## src/rtl/core/wto_pkg.sv

```systemverilog
// Shared constants and types of the wavetable oscillator.
`timescale 1ns / 1ps
package wto_pkg;

	localparam int TABLE_DEPTH = 1024;
	localparam int FRAC_BITS   = 16;
	localparam int SAMPLE_BITS = 16;

	// Field and register widths.
	localparam int INC_W  = 27;
	localparam int SIZE_W = 11;
	localparam int IDX_W  = 10;
	localparam int VAL_W  = 16;
	localparam int OUT_W  = 16;
	localparam int CFG_W  = 27;
	localparam int CFG_IDX_W = 1;
	localparam int S_DATA_W = 32;
	localparam int M_DATA_W = 32;

	// Derived widths.
	localparam int ADDR_W     = $clog2(TABLE_DEPTH);
	localparam int PHASE_W    = ADDR_W + FRAC_BITS;
	localparam int SIZE_USE_W = $clog2(TABLE_DEPTH + 1);
	localparam int SUM_W      = ((PHASE_W + 1 > INC_W) ? PHASE_W + 1 : INC_W) + 1;
	localparam int INT_W      = SUM_W - FRAC_BITS;
	localparam int CNT_W      = $clog2(INT_W);

	// Command queue between front and back.
	localparam int QUEUE_DEPTH = 4;
	localparam int QPTR_W      = $clog2(QUEUE_DEPTH);

	// Register indexes.
	localparam logic [CFG_IDX_W-1:0] REG_PHASE_INC  = 1'b0;
	localparam logic [CFG_IDX_W-1:0] REG_TABLE_SIZE = 1'b1;

	typedef enum logic {
		OP_TICK  = 1'b0,
		OP_WRITE = 1'b1
	} op_kind_t;

	typedef struct packed {
		op_kind_t                 kind;
		logic [IDX_W-1:0]         index;
		logic signed [VAL_W-1:0]  value;
	} op_t;

endpackage

```

## src/rtl/core/wto_front.sv

```systemverilog
// Front end: accepts input beats, decodes them and queues them in order.
`timescale 1ns / 1ps
module wto_front
	import wto_pkg::*;
(
	input  logic                clk,
	input  logic                arst_n,
	input  logic                s_axis_tvalid,
	output logic                s_axis_tready,
	input  logic [S_DATA_W-1:0] s_axis_tdata,  // [9:0] table_index, [25:10] table_value
	input  logic                s_axis_tuser,  // [0] action
	output op_t                 head,
	output logic                head_valid,
	input  logic                head_pop
);

	op_t               queue_q [QUEUE_DEPTH];
	logic [QPTR_W-1:0] wr_ptr_q;
	logic [QPTR_W-1:0] rd_ptr_q;
	logic [QPTR_W:0]   count_q;
	op_t               entry;
	logic              push;
	logic              pop;

	always_comb begin
		entry.kind  = s_axis_tuser ? OP_WRITE : OP_TICK;
		entry.index = s_axis_tdata[IDX_W-1:0];
		entry.value = s_axis_tdata[IDX_W +: VAL_W];
	end

	assign s_axis_tready = (count_q != (QPTR_W + 1)'(QUEUE_DEPTH));
	assign push          = s_axis_tvalid & s_axis_tready;
	assign head_valid    = (count_q != '0);
	assign pop           = head_pop & head_valid;
	assign head          = queue_q[rd_ptr_q];

	always_ff @(posedge clk) begin
		if (push) begin
			queue_q[wr_ptr_q] <= entry;
		end
	end

	always_ff @(posedge clk or negedge arst_n) begin
		if (!arst_n) begin
			wr_ptr_q <= '0;
			rd_ptr_q <= '0;
			count_q  <= '0;
		end else begin
			if (push) begin
				wr_ptr_q <= wr_ptr_q + 1'b1;
			end
			if (pop) begin
				rd_ptr_q <= rd_ptr_q + 1'b1;
			end
			unique case ({push, pop})
				2'b10:   count_q <= count_q + 1'b1;
				2'b01:   count_q <= count_q - 1'b1;
				default: count_q <= count_q;
			endcase
		end
	end

endmodule

```

## config.mk

```make
export PLATFORM = sky130hd
export DESIGN_NAME = wto_front
export DESIGN_NICKNAME = d
export VERILOG_FILES = /design/src/rtl/core/wto_pkg.sv /design/src/rtl/core/wto_front.sv
export SDC_FILE = /design/constraint.sdc
export NUM_CORES = 1
export LEC_CHECK = 0
export BUFFER_PORTS_ARGS = -buffer_cell sky130_fd_sc_hd__buf_2
export CAP_MARGIN = 20
export CORE_ASPECT_RATIO = 1.4
export CORE_UTILIZATION = 50
export DETAILED_ROUTE_END_ITERATION = 12
export PLACE_DENSITY_LB_ADDON = 0.2
export SKIP_CTS_REPAIR_TIMING = 1
export SLEW_MARGIN = 40
export SYNTH_ARGS = -nofsm -noshare
export SYNTH_HDL_FRONTEND = slang
export SYNTH_SLANG_ARGS = --single-unit
```

## constraint.sdc

```tcl
create_clock -name clk -period 2.2 [get_ports clk]
set_input_delay 0.33 -clock clk [delete_from_list [all_inputs] [get_ports clk]]
set_output_delay 0.33 -clock clk [all_outputs]
set_load 0.01 [all_outputs]
```

==> impl_metrics.tcl <==
set metrics [dict create \
    regToRegSetupSlack_ps 120 \
    numPortBuffers 59 \
    clock-skew-final_ps 6.18 \
    synth_commonest_cells "edfxtp_1, mux4_2, dfrtp_1" \
    ir_drop_v 0.000836 \
    fillers 553 \
    power_frac_seq_pct 39.3 \
    met2_usage_pct 27.7 \
    clockRootBuffer "clkbuf_16" \
    synth_most_common_cell "edfxtp_1" \
    finalSetupViolCount 0 \
    crit_arrival_ps 2400 \
    synth_area_um2 4320 \
    ys_ff_latch 115 \
    syn-num-nets 221 \
    synth-seq-area-share_pct 79.1 \
    sw_frac_of_total_pct 26.7 \
    syn_avg_cell_area_um2 24.3 \
    synth_flop_cell "edfxtp_1" \
    htreeDepth 4 \
    crit_path_start_kind "flop" \
    synth_top_cell_area_share_pct 75.1 \
    synth-edff-count 108 \
    clockBufferDepth 2 \
    slew-limit-headroom_pct 50.7 \
    status "completed" \
    layout-drive-gt1-share_pct 49.5 \
    finalHoldViolations 0 \
    synthTopCellsByArea "edfxtp_1, mux4_2, dfrtp_1" \
    grt_util_all_layers_pct 17.5 \
    use_met3_pct 7.62 \
    hold_slack_ps 146 \
    whs_path_depth 1 \
    die_area_um2 9020 \
    power_frac_comb_pct 27.4 \
    rows 39 \
    slew_violations 0 \
    cts_buffers 17 \
    pin_count 66 \
    cp_slowest_cell "dfrtp_1" \
    synth_cell_types 19 \
    reg2regPathDepth 9 \
    routedWlPerCell_um 18.7 \
    drt_iter0_drc 85 \
    vias 2013 \
    power_switching_mw 2.10 \
    start_util_pct 52.4 \
    internal-power_mw 5.75 \
    syn_to_final_growth_pct 24.8 \
    synth-async-reset-ratio_pct 6.09 \
    drtAntennaViolNets 0 \
    max_freq_mhz 481 \
    drc 0 \
    clk_pin_slew_ps 50 \
    nets 303 \
    period_needed_ps 2080 \
    crit_chain "or3b_4 -> and2_4 -> inv_1 -> ha_2 -> inv_2 -> fa_2 -> xor2_1 -> nor2_1 -> xor2_1" \
    maxCapViolations 0 \
    seq_area_um2 3420 \
    first_pass_iters 4 \
    synthCells 178 \
    p_total_mw 7.85 \
    cts_tree "done" \
    routed_via_density 5.37 \
    endpoint "count_q[2]" \
    grt_busiest_layer "met2" \
    multiInputGateArea_um2 848 \
    n_antenna_cell 0 \
    fp.dieW_um 80.6 \
    antenna_found_initial 0 \
    place_inst 338 \
    coreArea_um2 8250 \
    setup.worst_path.start "count_q[1]" \
    power.density_nw_per_um2 1460 \
    cts.sink_count 115 \
    path_class "flop to flop" \
    globalRouteOverflowTotal 0 \
    grt_pass1_vias 2120 \
    wl_um 7020 \
    ys_warn_count 0 \
    p_leak_nw 1.95 \
    crit_path_end_kind "flop" \
    layout.cells.non_filler 375 \
    die_h_um 112 \
    cp.required_ps 2520 \
    hold_path_class "primary input to flop" \
    post-route-period-util_pct 94.4 \
    worstReg2RegEnd "count_q[2]" \
    crit_path_max_fanout 4 \
    clk_latency_ps 400 \
    gp_congestion 0.696 \
    regToRegStartpoint "count_q[1]" \
    met1_usage_pct 20.4 \
    tightest_slew_ps 739 \
    slowest_delay_ps 410 \
    dpl.hpwl_um 4060 \
    grt_pass1_wl_um 10800 \
    path_common_cell "xor2_1" \
    synth_largest_area_cell "edfxtp_1" \
    clock_power_share_pct 33.3 \
    grt_start_max_net_pins 28 \
]
==> power groups by stage <==
stage	clock, mW	combinational, mW	sequential [mW]
2_1_floorplan	0	1.43	3.04
3_3_place_gp	0	2.10	3.13
3_5_place_dp	0	2.11	3.15
4_1_cts	2.65	2.12	3.13
5_1_grt	2.75	2.34	3.13
6_report	2.61	2.15	3.09
==> state kept, by name, indices dropped and copies added (netlist names) <==
name / cells
rd_ptr_q: 2
count_q: 3
queue_q: 108
wr_ptr_q: 2
==> logic make-up (layout without fill, tap and decap cells) <==
logic type	Yosys count	count (layout)	synth area share, %
AO/OA/AOI/OAI	1	1	0.232
XOR/XNOR	6	6	1.22
adder cells (fa/ha/maj)	6	6	1.91
buffers and inverters	12	107	1.33
flip-flops	115	115	79.1
multiplexers	29	29	14.7
AND/OR/NAND/NOR	9	9	1.51
==> how the worst min path moves through the flow <==
| stage | startpoint | end | slack, ps |
|---|---|---|---|
| finish | s_axis_tdata[16] | queue_q[0][6] | 150 |
| global placement | arst_n | count_q[1] | 170 |
| detailed placement | arst_n | count_q[1] | 170 |
| global route | s_axis_tdata[24] | queue_q[2][14] | 130 |
| CTS | arst_n | count_q[0] | -260 |
| floorplan | arst_n | count_q[0] | 30 |
==> per-stage QoR <==
stage / utilization (%) / TNS, ps / setup slack, ps / area [um2]
finish: 65.4 / 0 / 122 / 5390
global route: 65.4 / -17.5 / -17.5 / 5390
CTS: 64.8 / -0.452 / -0.452 / 5350
detailed placement: 57.9 / 0 / 24.2 / 4770
global placement: 57.9 / 0 / 62.0 / 4770
floorplan: - / 0 / 119 / 4320
==> layout by cell type (no fill, tap or decap), types with 3 or more instances in the layout <==
master / synthesis / routed
bufinv_16: 0 / 3
xor2_1: 3 / 3
xnor2_1: 3 / 3
edfxtp_1: 108 / 108
buf_4: 2 / 7
buf_2: 4 / 59
ha_1: 5 / 4
and3_2: 4 / 4
clkbuf_16: 0 / 17
mux4_2: 27 / 27
inv_1: 6 / 5
clkinv_2: 0 / 5
dfrtp_1: 7 / 6
clkinv_1: 0 / 3
==> layout make-up <==
type / count / area share (%)
Sequential cell: 115 / 63.4
Multi-Input combinational cell: 51 / 15.7
Clock buffer: 19 / 8.03
Timing Repair Buffer: 69 / 7.38
Clock inverter: 13 / 2.62
Tap cell: 102 / 2.37
Inverter: 6 / 0.418
==> critical path: cells and delay by family (launching register included) <==
family / cells / cell delay (ps)
XOR/XNOR: 2 / 300
adder cells (fa/ha/maj): 2 / 510
buffers and inverters: 2 / 90
flip-flops: 1 / 410
AND/OR/NAND/NOR: 3 / 700
==> layer usage <==
metal,up-vias,routed length [um]
met2,75,3690
met3,14,415
met1,1020,2750
met5,-,0
li1,904,-
met4,0,162
No activity file was read; power rests on OpenSTA's default activity.
